## config.mk

```make
export PLATFORM = sky130hd
export DESIGN_NAME = open_message_validator
export DESIGN_NICKNAME = d
export VERILOG_FILES = /design/src/rtl/omv_pkg.sv /design/src/rtl/open_message_validator.sv
export SDC_FILE = /design/constraint.sdc
export NUM_CORES = 1
export LEC_CHECK = 0
export BUFFER_PORTS_ARGS = -buffer_cell sky130_fd_sc_hd__buf_2
export CORE_MARGIN = 4
export CORE_UTILIZATION = 35
export DETAILED_ROUTE_END_ITERATION = 6
export GPL_TIMING_DRIVEN = 0
export PLACE_DENSITY = 0.52
export RECOVER_POWER = 25
export SYNTH_ARGS = -nofsm -noshare
export SYNTH_HDL_FRONTEND = slang
export SYNTH_SLANG_ARGS = --single-unit
export TNS_END_PERCENT = 10
```

## constraint.sdc

```tcl
create_clock -name i_clk -period 6.8 [get_ports i_clk]
set_input_delay 1.02 -clock i_clk [delete_from_list [all_inputs] [get_ports i_clk]]
set_output_delay 1.02 -clock i_clk [all_outputs]
set_load 0.01 [all_outputs]
```

## src/rtl/omv_pkg.sv

```systemverilog
package omv_pkg;

    localparam int unsigned BYTE_W   = 8;
    localparam int unsigned AS_W     = 32;
    localparam int unsigned HOLD_W   = 16;
    localparam int unsigned VERD_W   = 3;
    localparam int unsigned OUT_W    = 56;

    localparam logic [15:0] AS_STANDIN       = 16'd23456;
    localparam logic [7:0]  CAP_MULTIPROTO   = 8'd1;
    localparam logic [7:0]  CAP_REFRESH      = 8'd2;
    localparam logic [7:0]  CAP_AS4          = 8'd65;
    localparam logic [7:0]  CAP_PRIVATE      = 8'd128;
    localparam logic [7:0]  SAFI_LABELED     = 8'd4;
    localparam logic [7:0]  OPT_AUTH         = 8'd1;
    localparam logic [7:0]  OPT_CAPS         = 8'd2;
    localparam logic [7:0]  BGP_VERSION      = 8'd4;

    // header byte positions (index of the byte just taken)
    localparam logic [7:0]  HDR_AS_LAST      = 8'd2;
    localparam logic [7:0]  HDR_HOLD_LAST    = 8'd4;
    localparam logic [7:0]  HDR_OPTLEN       = 8'd9;

    // capability value byte positions
    localparam logic [7:0]  CV_AFI_LAST      = 8'd2;
    localparam logic [7:0]  CV_WORD_LAST     = 8'd4;
    localparam logic [7:0]  CAP_MIN_LEN      = 8'd4;

    localparam logic        CFG_PEER_AS      = 1'b0;
    localparam logic        CFG_AS4_EN       = 1'b1;

    typedef enum logic [2:0] {
        PH_WAIT,
        PH_HEADER,
        PH_PCODE,
        PH_PLEN,
        PH_CCODE,
        PH_CLEN,
        PH_CVAL
    } t_phase;

    typedef enum logic [VERD_W-1:0] {
        V_OK        = 3'd0,
        V_VERSION   = 3'd1,
        V_BAD_AS    = 3'd2,
        V_HOLD_TIME = 3'd3,
        V_AUTH      = 3'd4,
        V_BAD_PARAM = 3'd5,
        V_BAD_CAP   = 3'd6
    } t_verdict;

endpackage

```

## src/rtl/open_message_validator.sv

```systemverilog
// open message validator
// input stream: one word per byte of an open message body, starting at the
// version byte, which is marked by tuser. a marked byte restarts the parse.
// output stream: one word per message, the verdict, given at the first error
// or at the end of the optional parameters; bytes after a verdict are
// dropped until the next marked byte.
// the verdict word goes to the output register, or to the skid register
// when the output word is not yet taken. throughput: one byte per cycle
// while the skid register is empty, set by the single parse step between
// the input handshake and the result register. when the receiver stalls,
// a second result waits in the skid register and the input side keeps
// taking bytes; input ready drops only while the skid register is full.
// reset clears the parse state, the held fields, the valid flags of both
// output registers and the configuration registers (peer as 0, 4-octet as
// check off). configuration is written through i_cfg_we, i_cfg_addr and
// i_cfg_wdata (index 0 expected peer as, index 1 4-octet as check enable);
// the user must write it only while the block is idle, which is not enforced.
module open_message_validator (
    input  logic                         i_clk,
    input  logic                         i_rst_n,
    input  logic                         i_s_tvalid,
    output logic                         o_s_tready,
    input  logic [7:0]                   i_s_tdata,   // msg_byte
    input  logic                         i_s_tuser,   // start_of_message
    output logic                         o_m_tvalid,
    input  logic                         i_m_tready,
    // verdict[2:0], hold_time[18:3], peer_as4[50:19], as4_negotiated[51], zero fill
    output logic [omv_pkg::OUT_W-1:0]    o_m_tdata,
    input  logic                         i_cfg_we,
    input  logic                         i_cfg_addr,
    input  logic [omv_pkg::AS_W-1:0]     i_cfg_wdata
);

    logic [omv_pkg::AS_W-1:0]   r_exp_as;
    logic                       r_as4_en;

    omv_pkg::t_phase            r_phase, n_phase;
    logic [7:0]                 r_byte_idx, n_byte_idx;
    logic [7:0]                 r_opt_len, n_opt_len;
    logic [8:0]                 r_opt_used, n_opt_used;
    logic [7:0]                 r_par_rem, n_par_rem;
    logic [7:0]                 r_cap_code, n_cap_code;
    logic [7:0]                 r_cap_rem, n_cap_rem;
    logic [31:0]                r_acc, n_acc;
    logic [15:0]                r_hold, n_hold;
    logic [31:0]                r_as4, n_as4;
    logic                       r_as4_ok, n_as4_ok;

    logic                       r_out_valid;
    logic [omv_pkg::OUT_W-1:0]  r_out_data;
    logic                       r_skd_valid;
    logic [omv_pkg::OUT_W-1:0]  r_skd_data;

    logic                       in_fire;
    logic                       emit;
    omv_pkg::t_verdict          verdict;
    logic [7:0]                 b;
    logic [15:0]                as2;
    logic [omv_pkg::OUT_W-1:0]  res_word;

    assign o_s_tready = !r_skd_valid;
    assign in_fire    = i_s_tvalid && o_s_tready;
    assign b          = i_s_tdata;
    assign as2        = (r_exp_as[31:16] != 16'd0) ? omv_pkg::AS_STANDIN : r_exp_as[15:0];

    always_comb begin
        n_phase    = r_phase;
        n_byte_idx = r_byte_idx;
        n_opt_len  = r_opt_len;
        n_opt_used = r_opt_used;
        n_par_rem  = r_par_rem;
        n_cap_code = r_cap_code;
        n_cap_rem  = r_cap_rem;
        n_acc      = r_acc;
        n_hold     = r_hold;
        n_as4      = r_as4;
        n_as4_ok   = r_as4_ok;
        emit       = 1'b0;
        verdict    = omv_pkg::V_OK;

        if (i_s_tuser) begin
            n_hold     = '0;
            n_as4      = '0;
            n_as4_ok   = 1'b0;
            n_byte_idx = '0;
            n_acc      = '0;
            n_opt_len  = '0;
            n_opt_used = '0;
            if (b != omv_pkg::BGP_VERSION) begin
                emit    = 1'b1;
                verdict = omv_pkg::V_VERSION;
            end else begin
                n_phase = omv_pkg::PH_HEADER;
            end
        end else begin
            case (r_phase)
                omv_pkg::PH_HEADER: begin
                    n_byte_idx = r_byte_idx + 8'd1;
                    n_acc      = {r_acc[23:0], b};
                    case (n_byte_idx)
                        omv_pkg::HDR_AS_LAST: begin
                            if (n_acc[15:0] != as2) begin
                                emit    = 1'b1;
                                verdict = omv_pkg::V_BAD_AS;
                            end
                        end
                        omv_pkg::HDR_HOLD_LAST: begin
                            n_hold = n_acc[15:0];
                            if (n_hold == 16'd1 || n_hold == 16'd2) begin
                                emit    = 1'b1;
                                verdict = omv_pkg::V_HOLD_TIME;
                            end
                        end
                        omv_pkg::HDR_OPTLEN: begin
                            n_opt_len  = b;
                            n_opt_used = '0;
                            if (b == 8'd0) begin
                                emit    = 1'b1;
                                verdict = omv_pkg::V_OK;
                            end else begin
                                n_phase = omv_pkg::PH_PCODE;
                            end
                        end
                        default: ;
                    endcase
                end
                omv_pkg::PH_PCODE: begin
                    n_opt_used = r_opt_used + 9'd1;
                    if (b == omv_pkg::OPT_AUTH) begin
                        emit    = 1'b1;
                        verdict = omv_pkg::V_AUTH;
                    end else if (b != omv_pkg::OPT_CAPS ||
                                 n_opt_used >= {1'b0, r_opt_len}) begin
                        emit    = 1'b1;
                        verdict = omv_pkg::V_BAD_PARAM;
                    end else begin
                        n_phase = omv_pkg::PH_PLEN;
                    end
                end
                omv_pkg::PH_PLEN: begin
                    n_opt_used = r_opt_used + 9'd1;
                    if (n_opt_used > {1'b0, r_opt_len} ||
                        {1'b0, b} > ({1'b0, r_opt_len} - n_opt_used)) begin
                        emit    = 1'b1;
                        verdict = omv_pkg::V_BAD_PARAM;
                    end else begin
                        n_par_rem = b;
                        if (b != 8'd0) begin
                            n_phase = omv_pkg::PH_CCODE;
                        end else if (n_opt_used >= {1'b0, r_opt_len}) begin
                            emit    = 1'b1;
                            verdict = omv_pkg::V_OK;
                        end else begin
                            n_phase = omv_pkg::PH_PCODE;
                        end
                    end
                end
                omv_pkg::PH_CCODE: begin
                    n_opt_used = r_opt_used + 9'd1;
                    if (r_par_rem != 8'd0) begin
                        n_par_rem = r_par_rem - 8'd1;
                    end
                    n_cap_code = b;
                    if (!(b inside {omv_pkg::CAP_MULTIPROTO, omv_pkg::CAP_REFRESH,
                                    omv_pkg::CAP_AS4, omv_pkg::CAP_PRIVATE})) begin
                        emit    = 1'b1;
                        verdict = omv_pkg::V_BAD_CAP;
                    end else if (n_par_rem == 8'd0) begin
                        emit    = 1'b1;
                        verdict = omv_pkg::V_BAD_PARAM;
                    end else begin
                        n_phase = omv_pkg::PH_CLEN;
                    end
                end
                omv_pkg::PH_CLEN: begin
                    n_opt_used = r_opt_used + 9'd1;
                    if (r_par_rem != 8'd0) begin
                        n_par_rem = r_par_rem - 8'd1;
                    end
                    if (b > n_par_rem) begin
                        emit    = 1'b1;
                        verdict = omv_pkg::V_BAD_PARAM;
                    end else if ((r_cap_code == omv_pkg::CAP_MULTIPROTO ||
                                  r_cap_code == omv_pkg::CAP_AS4) &&
                                 b < omv_pkg::CAP_MIN_LEN) begin
                        emit    = 1'b1;
                        verdict = omv_pkg::V_BAD_CAP;
                    end else begin
                        n_cap_rem  = b;
                        n_byte_idx = '0;
                        n_acc      = '0;
                        if (b != 8'd0) begin
                            n_phase = omv_pkg::PH_CVAL;
                        end else if (n_par_rem != 8'd0) begin
                            n_phase = omv_pkg::PH_CCODE;
                        end else if (n_opt_used >= {1'b0, r_opt_len}) begin
                            emit    = 1'b1;
                            verdict = omv_pkg::V_OK;
                        end else begin
                            n_phase = omv_pkg::PH_PCODE;
                        end
                    end
                end
                omv_pkg::PH_CVAL: begin
                    n_opt_used = r_opt_used + 9'd1;
                    if (r_par_rem != 8'd0) begin
                        n_par_rem = r_par_rem - 8'd1;
                    end
                    if (r_cap_rem != 8'd0) begin
                        n_cap_rem = r_cap_rem - 8'd1;
                    end
                    n_acc = {r_acc[23:0], b};
                    if (r_byte_idx != 8'hFF) begin
                        n_byte_idx = r_byte_idx + 8'd1;
                    end
                    if (r_cap_code == omv_pkg::CAP_MULTIPROTO &&
                        n_byte_idx == omv_pkg::CV_AFI_LAST &&
                        n_acc[15:0] != 16'd1 && n_acc[15:0] != 16'd2) begin
                        emit    = 1'b1;
                        verdict = omv_pkg::V_BAD_CAP;
                    end else if (r_cap_code == omv_pkg::CAP_MULTIPROTO &&
                                 n_byte_idx == omv_pkg::CV_WORD_LAST &&
                                 (b == omv_pkg::SAFI_LABELED ||
                                  !(b inside {[8'd1:8'd3]}))) begin
                        emit    = 1'b1;
                        verdict = omv_pkg::V_BAD_CAP;
                    end else begin
                        if (r_cap_code == omv_pkg::CAP_AS4 &&
                            n_byte_idx == omv_pkg::CV_WORD_LAST) begin
                            n_as4 = n_acc;
                            if (r_as4_en) begin
                                if (n_acc != r_exp_as) begin
                                    emit    = 1'b1;
                                    verdict = omv_pkg::V_BAD_AS;
                                end else begin
                                    n_as4_ok = 1'b1;
                                end
                            end
                        end
                        if (!emit && n_cap_rem == 8'd0) begin
                            if (n_par_rem != 8'd0) begin
                                n_phase = omv_pkg::PH_CCODE;
                            end else if (n_opt_used >= {1'b0, r_opt_len}) begin
                                emit    = 1'b1;
                                verdict = omv_pkg::V_OK;
                            end else begin
                                n_phase = omv_pkg::PH_PCODE;
                            end
                        end
                    end
                end
                default: ;
            endcase
        end

        if (emit) begin
            n_phase = omv_pkg::PH_WAIT;
        end
    end

    assign res_word = {4'd0, n_as4_ok, n_as4, n_hold, verdict};

    always_ff @(posedge i_clk) begin
        if (!i_rst_n) begin
            r_exp_as <= '0;
            r_as4_en <= 1'b0;
        end else if (i_cfg_we) begin
            if (i_cfg_addr == omv_pkg::CFG_PEER_AS) begin
                r_exp_as <= i_cfg_wdata;
            end else begin
                r_as4_en <= i_cfg_wdata[0];
            end
        end
    end

    always_ff @(posedge i_clk) begin
        if (!i_rst_n) begin
            r_phase    <= omv_pkg::PH_WAIT;
            r_byte_idx <= '0;
            r_opt_len  <= '0;
            r_opt_used <= '0;
            r_par_rem  <= '0;
            r_cap_code <= '0;
            r_cap_rem  <= '0;
            r_acc      <= '0;
            r_hold     <= '0;
            r_as4      <= '0;
            r_as4_ok   <= 1'b0;
        end else if (in_fire) begin
            r_phase    <= n_phase;
            r_byte_idx <= n_byte_idx;
            r_opt_len  <= n_opt_len;
            r_opt_used <= n_opt_used;
            r_par_rem  <= n_par_rem;
            r_cap_code <= n_cap_code;
            r_cap_rem  <= n_cap_rem;
            r_acc      <= n_acc;
            r_hold     <= n_hold;
            r_as4      <= n_as4;
            r_as4_ok   <= n_as4_ok;
        end
    end

    // output register with a skid slot behind it
    always_ff @(posedge i_clk) begin
        if (!i_rst_n) begin
            r_out_valid <= 1'b0;
            r_skd_valid <= 1'b0;
        end else if (in_fire && emit) begin
            if (!r_out_valid || i_m_tready) begin
                r_out_valid <= 1'b1;
            end else begin
                r_skd_valid <= 1'b1;
            end
        end else if (r_out_valid && i_m_tready) begin
            r_out_valid <= r_skd_valid;
            r_skd_valid <= 1'b0;
        end
    end

    always_ff @(posedge i_clk) begin
        if (in_fire && emit) begin
            if (!r_out_valid || i_m_tready) begin
                r_out_data <= res_word;
            end else begin
                r_skd_data <= res_word;
            end
        end else if (r_out_valid && i_m_tready && r_skd_valid) begin
            r_out_data <= r_skd_data;
        end
    end

    assign o_m_tvalid = r_out_valid;
    assign o_m_tdata  = r_out_data;

    a_skid_behind_out: assert property (@(posedge i_clk) disable iff (!i_rst_n)
        r_skd_valid |-> r_out_valid)
        else $error("skid word held without an output word");

    a_bad_version_ends: assert property (@(posedge i_clk) disable iff (!i_rst_n)
        (in_fire && i_s_tuser && i_s_tdata != omv_pkg::BGP_VERSION)
        |=> (r_phase == omv_pkg::PH_WAIT && r_out_valid))
        else $error("bad version did not end the parse with a word");

    a_good_version_starts: assert property (@(posedge i_clk) disable iff (!i_rst_n)
        (in_fire && i_s_tuser && i_s_tdata == omv_pkg::BGP_VERSION)
        |=> (r_phase == omv_pkg::PH_HEADER && r_byte_idx == 8'd0))
        else $error("version byte did not start the header");

    a_wait_no_result: assert property (@(posedge i_clk) disable iff (!i_rst_n)
        (in_fire && !i_s_tuser && r_phase == omv_pkg::PH_WAIT)
        |=> $stable(r_phase))
        else $error("byte outside a message changed the parse");

endmodule

```

## Word-level counts from Yosys, hierarchy flattened

Index checks and enable logic that the tools add are counted.

- Register bits after elaboration: 268
- Bits of input ports: 47

- Add/sub/neg operators: 5
- Magnitude comparators: 7
- Eq/ne operators: 48
- Multiplexer cells: 129
- Bitwise logic cells: 3
- Reduce and logical (&&, ||, !) cells: 59

Operator list:

| operator | count |
|---|---|
| 2-to-1 mux 8 bit | 22 |
| 2-to-1 mux 56 bit | 3 |
| 2-to-1 mux 32 bit | 5 |
| 2-to-1 mux 3 bit | 33 |
| 2-to-1 mux 24 bit | 3 |
| 2-to-1 mux 16 bit | 4 |
| != test 4 bit (second input constant) | 12 |
| case mux 24 bit (2 select lines) | 1 |
| nonzero test 8 bit | 6 |
| 2-to-1 mux 1 bit | 42 |
| case mux 3 bit (6 select lines) | 2 |
| != test 32 bit | 1 |
| case mux 8 bit (4 select lines) | 1 |
| == test 8 x 2 -> 1 bit (second input constant) | 3 |
| == test 8 x 3 -> 1 bit (second input constant) | 3 |
| zero test 8 bit | 3 |
| case mux 8 bit (3 select lines) | 1 |
| 2-to-1 mux 9 bit | 2 |
| case mux 9 bit (2 select lines) | 1 |
| == test 16 x 1 -> 1 bit (second input constant) | 1 |
| == test 16 x 2 -> 1 bit (second input constant) | 1 |
| == test 8 x 1 -> 1 bit (second input constant) | 2 |
| == test 8 x 7 -> 1 bit (second input constant) | 2 |
| != test 16 x 1 -> 1 bit (second input constant) | 1 |
| other kinds (44) | 96 |

## Longest topological paths before layout

- Word-level depth: 21
- Gate-level depth with buffers: 20

## Worst setup path after synthesis

Ideal clock, no wire load.

- Path kind: reg-to-reg
- Start point: reg r_opt_used[0]
- End point: reg r_out_data, in the netlist o_m_tdata[0] (enable)
- Library setup time: 0.486 ns
- Arrival time: 6.209 ns
- Required time: 6.314 ns
- Slack: 0.104 ns
- Cell stages (with the launch flop): 21
- Period minus slack after synthesis: 6.696 ns
- Cells stage by stage: dfxtp_1 ha_1 nand3_1 xor2_1 ha_1 nand2_1 a211oi_1 nor2b_1 o21ai_0 xnor2_1 ha_1 nand4_1 a2bb2oi_1 o2111ai_1 a211oi_1 a2111oi_4 nand2_2 o31a_1 buf_6 buf_6 a2bb2oi_1

- Longest elaborated chain between the ends: 12
- Elaborated cells between the ends (all ways): 27
- Classes of those cells: add/sub: 2; order compare: 3; eq/ne: 1; mux: 16; reduce/logical: 5

Ends and longest elaborated chain:

| item | RTL line | RTL |
|---|---|---|
| start, declared | open_message_validator.sv:40 | `logic [8:0] r_opt_used, n_opt_used;` |
| start signal, assigned | open_message_validator.sv:293 | `r_opt_used <= n_opt_used;` |
| adder 9 x 1 -> 9 bit (*) | -- |  |
| branches (longest 6 deep; another with subtractor 8 x 9 -> 9 bit) | -- |  |
| case mux 1 bit (6 select lines) (*) | open_message_validator.sv:96 | `case (r_phase)` |
| 2-to-1 mux 1 bit (*) | open_message_validator.sv:81 | `if (i_s_tuser) begin` |
| logical AND 1 bit (*) | open_message_validator.sv:322 | `if (in_fire && emit) begin` |
| != test 2 x 1 -> 1 bit (no line) or nonzero test 2 bit (tied branches) | -- |  |
| AND reduction 2 bit (no line) (*) | -- |  |
| end signal, assigned | open_message_validator.sv:324 | `r_out_data <= res_word;` |
| end signal, assigned | open_message_validator.sv:329 | `r_out_data <= r_skd_data;` |
| end, declared | open_message_validator.sv:50 | `logic [omv_pkg::OUT_W-1:0] r_out_data;` |

Mark *: on every way between the ends.
A chain may end at the register's enable or synchronous reset.

## Worst setup path in the final report

- Start point: reg r_opt_used[0]
- End point: reg r_out_data, in the netlist o_m_tdata[48] (enable)

Same word-level chain as after synthesis.

==> flow_summary.json <==
{
  "outcome": "finished, violations left",
  "failed_checks": "max-capacitance violations, max-slew violations",
  "cp.buffers_inverters": 3,
  "ys_async_sr_fraction_pct": 0,
  "crit_arrival_ps": 5590,
  "power.density_nw_per_um2": 226.7,
  "critical_path_class": "flip-flop to flip-flop",
  "die_y_um": 204.8,
  "slew_headroom_pct": -29.75,
  "reg2reg_from": "r_opt_used[0]",
  "syn_area_per_cell_um2": 9.384,
  "port_buffers": 98,
  "drc": 0,
  "min_path_cells": 2,
  "setup_slack_ps": 1471,
  "antenna_cells": 0,
  "fin_nets": 1659,
  "cpPeakStageDelay_ps": 560,
  "synthDominantCellAreaShare_pct": 23.62,
  "die_x_um": 204.8,
  "avgRoutedWirePerCell_um": 19.20,
  "drt_iter0_markers": 926,
  "grt_pass1_wl_mm": 62.40,
  "std_cell_rows": 71,
  "cts-root-buf": "clkbuf_16",
  "post-synth-top-area-cell": "dfxtp_1",
  "hpwlAfterDp_mm": 30.29,
  "finalSetupViolations": 0,
  "timing.rr.end": "o_m_tdata[48]",
  "worst_slew_pin_slew_ps": 1928,
  "critPathTopFamily": "compound AO/OA/AOI/OAI gates",
  "syn_inst": 1445,
  "grt_pass1_vias": 10683,
  "grt_usage_pct": 18.85,
  "max_cap_viol_count": 1,
  "clk_pin_slew_ps": 60,
  "ir_drop_uv": 161.5,
  "startpoint_type": "flip-flop",
  "syn_to_final_growth_pct": 15.44,
  "post-cts-setup-buffers": 0,
  "reg2reg_slack_ps": 1470,
  "cts.repair.resized": 0,
  "finish.utilization_pct": 41.27,
  "fin_tns_setup_ps": 0,
  "vias_per_cell": 5.283,
  "tritoncts": "built",
  "crit_chain": "ha_1 -> nand3_1 -> xor2_1 -> ha_1 -> nand2_1 -> a211oi_1 -> nor2b_1 -> o21ai_0 -> xnor2_1 -> ha_1 -> nand4_1 -> a2bb2oi_1 -> o2111ai_1 -> a211oi_1 -> a2111oi_4 -> nand2_2 -> o31a_1 -> buf_6 -> buf_6 -> a2bb2oi_4 -> buf_12",
  "ant_nets": 0,
  "crit_top_cell": "ha_1",
  "layout_commonest_cell": "nand2_1",
  "required_ps": 7060,
  "first_pass_iters": 5,
  "grt_antenna_before_repair": 0,
  "io_pins": 105,
  "ys_ff_latch": 264,
  "grt_max_degree": 42,
  "p_leak_nw": 5.478,
  "layout_common_cells": "nand2_1, dfxtp_1, nor2_1",
  "dp_slack_ps": 1373,
  "yosys_warnings": 0,
  "endpoint_kind": "flip-flop",
  "clockBufferDepth": 3,
  "start_util_pct": 35.75,
  "ys_seq_area_share_pct": 46.65,
  "synth-edff-count": 104,
  "gp_congestion": 0.9599,
  "synth_cell_type_count": 79,
  "drive_above_1_share_pct": 11.30,
  "wl_mm": 40.56,
  "clock_latency_ps": 570,
  "max_clock_freq_mhz": 187.6,
  "numCtsBuffers": 29,
  "netlist_area_um2": 13560,
  "finalClockSkew_ps": 21.80,
  "die-area_um2": 41960,
  "postCtsHoldBufs": 0,
  "synthFlopType": "dfxtp_1",
  "hp-class": "flip-flop to flip-flop",
  "slew_violations": 8,
  "critPathMaxFanout": 32,
  "period_share_pct": 78.37,
  "rr_worst_depth": 21,
  "rsz0062_at_grt": "false",
  "num_vias": 11163,
  "ctsHtreeMaxLevel": 1,
  "period_needed_ps": 5329,
  "min-delay-start": "r_hold[15]",
  "hold_viol": 0,
  "whs_endpoint": "r_hold[15]",
  "clock-sinks": 264,
  "ys_top_cells_by_area": "dfxtp_1, edfxtp_1, nand2_1",
  "core_area_um2": 37930,
  "grt_remaining_overflow": 0,
  "cp_slowest_cell": "a2bb2oi_4"
}
==> how the worst max path moves through the flow <==
stage | start | end | slack, ps | cells after the start
after floorplan | r_opt_used[0] | o_m_tdata[0] | 100 | 20
after global placement | i_s_tdata[3] | o_m_tdata[46] | -1790 | 12
after detailed placement | r_opt_used[0] | o_m_tdata[46] | 1370 | 20
after CTS | r_opt_used[0] | o_m_tdata[12] | 1370 | 21
after global routing | r_opt_used[0] | o_m_tdata[40] | 1030 | 20
final | r_opt_used[0] | o_m_tdata[48] | 1470 | 21
==> registers in the layout (all words and copies together) (netlist names), 9 cells and up <==
signal	flops
o_m_tdata	52
r_skd_data	52
r_as4	32
r_exp_as	32
r_acc	24
r_hold	16
r_opt_used	9
==> cells by family (layout without fill, tap and decap cells) <==
| group | count (synthesis) | after routing | synth area share (%) |
|---|---|---|---|
| AOI/OAI and AO/OA | 327 | 327 | 15.42 |
| xor gates and xnor gates | 40 | 40 | 2.584 |
| adders and majority gates | 33 | 33 | 3.100 |
| buffers and inverters | 132 | 286 | 4.447 |
| DFF | 264 | 264 | 46.65 |
| muxes | 89 | 89 | 8.323 |
| other | 1 | 4 | 0.02765 |
| and+or+nand+nor | 559 | 559 | 19.45 |
==> tightest hold or removal path, stage by stage, from the launching register on <==
cell     delay [ps]
dfxtp_1         310
nand2_1          50
a21oi_1          50
==> stage by stage <==
stage                     power (mW)  area [um^2]  cells  hold WS [ps]
after floorplan                1.889        13570   1448         432.1
after global placement         1.993        14700   2057         438.3
after detailed placement       1.997        14760   2059         443.6
after CTS                      3.598        15740   2113         452.0
after global routing           3.685        15650   2113         473.4
final                          3.549        15650   2113         450.2
==> power breakdown <==
part | switching [mW] | internal [mW] | leakage (nW)
logic | 0.176 | 0.0974 | 2.74
registers | 0.0145 | 1.67 | 2.25
clock network | 0.654 | 0.937 | 0.490
==> layout make-up <==
type	count	area, um^2
Fill cell	3826	22280
Timing Repair Buffer	100	462.9
Inverter	29	108.9
Clock buffer	38	832.0
Sequential cell	264	6326
Clock inverter	16	143.9
Tap cell	511	639.4
Buffer	103	494.2
Multi-Input combinational cell	1052	6646
==> metal layers <==
layer  part of all wire (%)  GRT usage [%]  vias to the layer above  routed length, um
li1                       -              -                     5478                  -
met5                      0              0                        -                  0
met3                    5.4          2.280                       70               2186
met2                     45          30.33                      347              18140
met4                    3.0          5.528                        0               1199
met1                     47          26.75                     5268              19030
==> synthesized netlist by cell type (7+ instances only) <==
cell type and count:
nand2_1 204, dfxtp_1 160, nor2_1 144, a21oi_1 134
edfxtp_1 104, clkbuf_1 82, a22oi_1 54, mux2_4 46
nand3_1 40, o21ai_0 40, mux2i_1 37, ha_1 32
inv_1 28, xor2_1 26, nor2b_1 25, nor3_1 25
nand2b_1 23, nor4_1 23, nand4_1 20, xnor2_1 14
a211oi_1 10, o21a_1 10, or3_1 10, a31oi_1 9
buf_2 9, nand3b_1 7, o211ai_1 7
(Power assumes the default switching activity.)
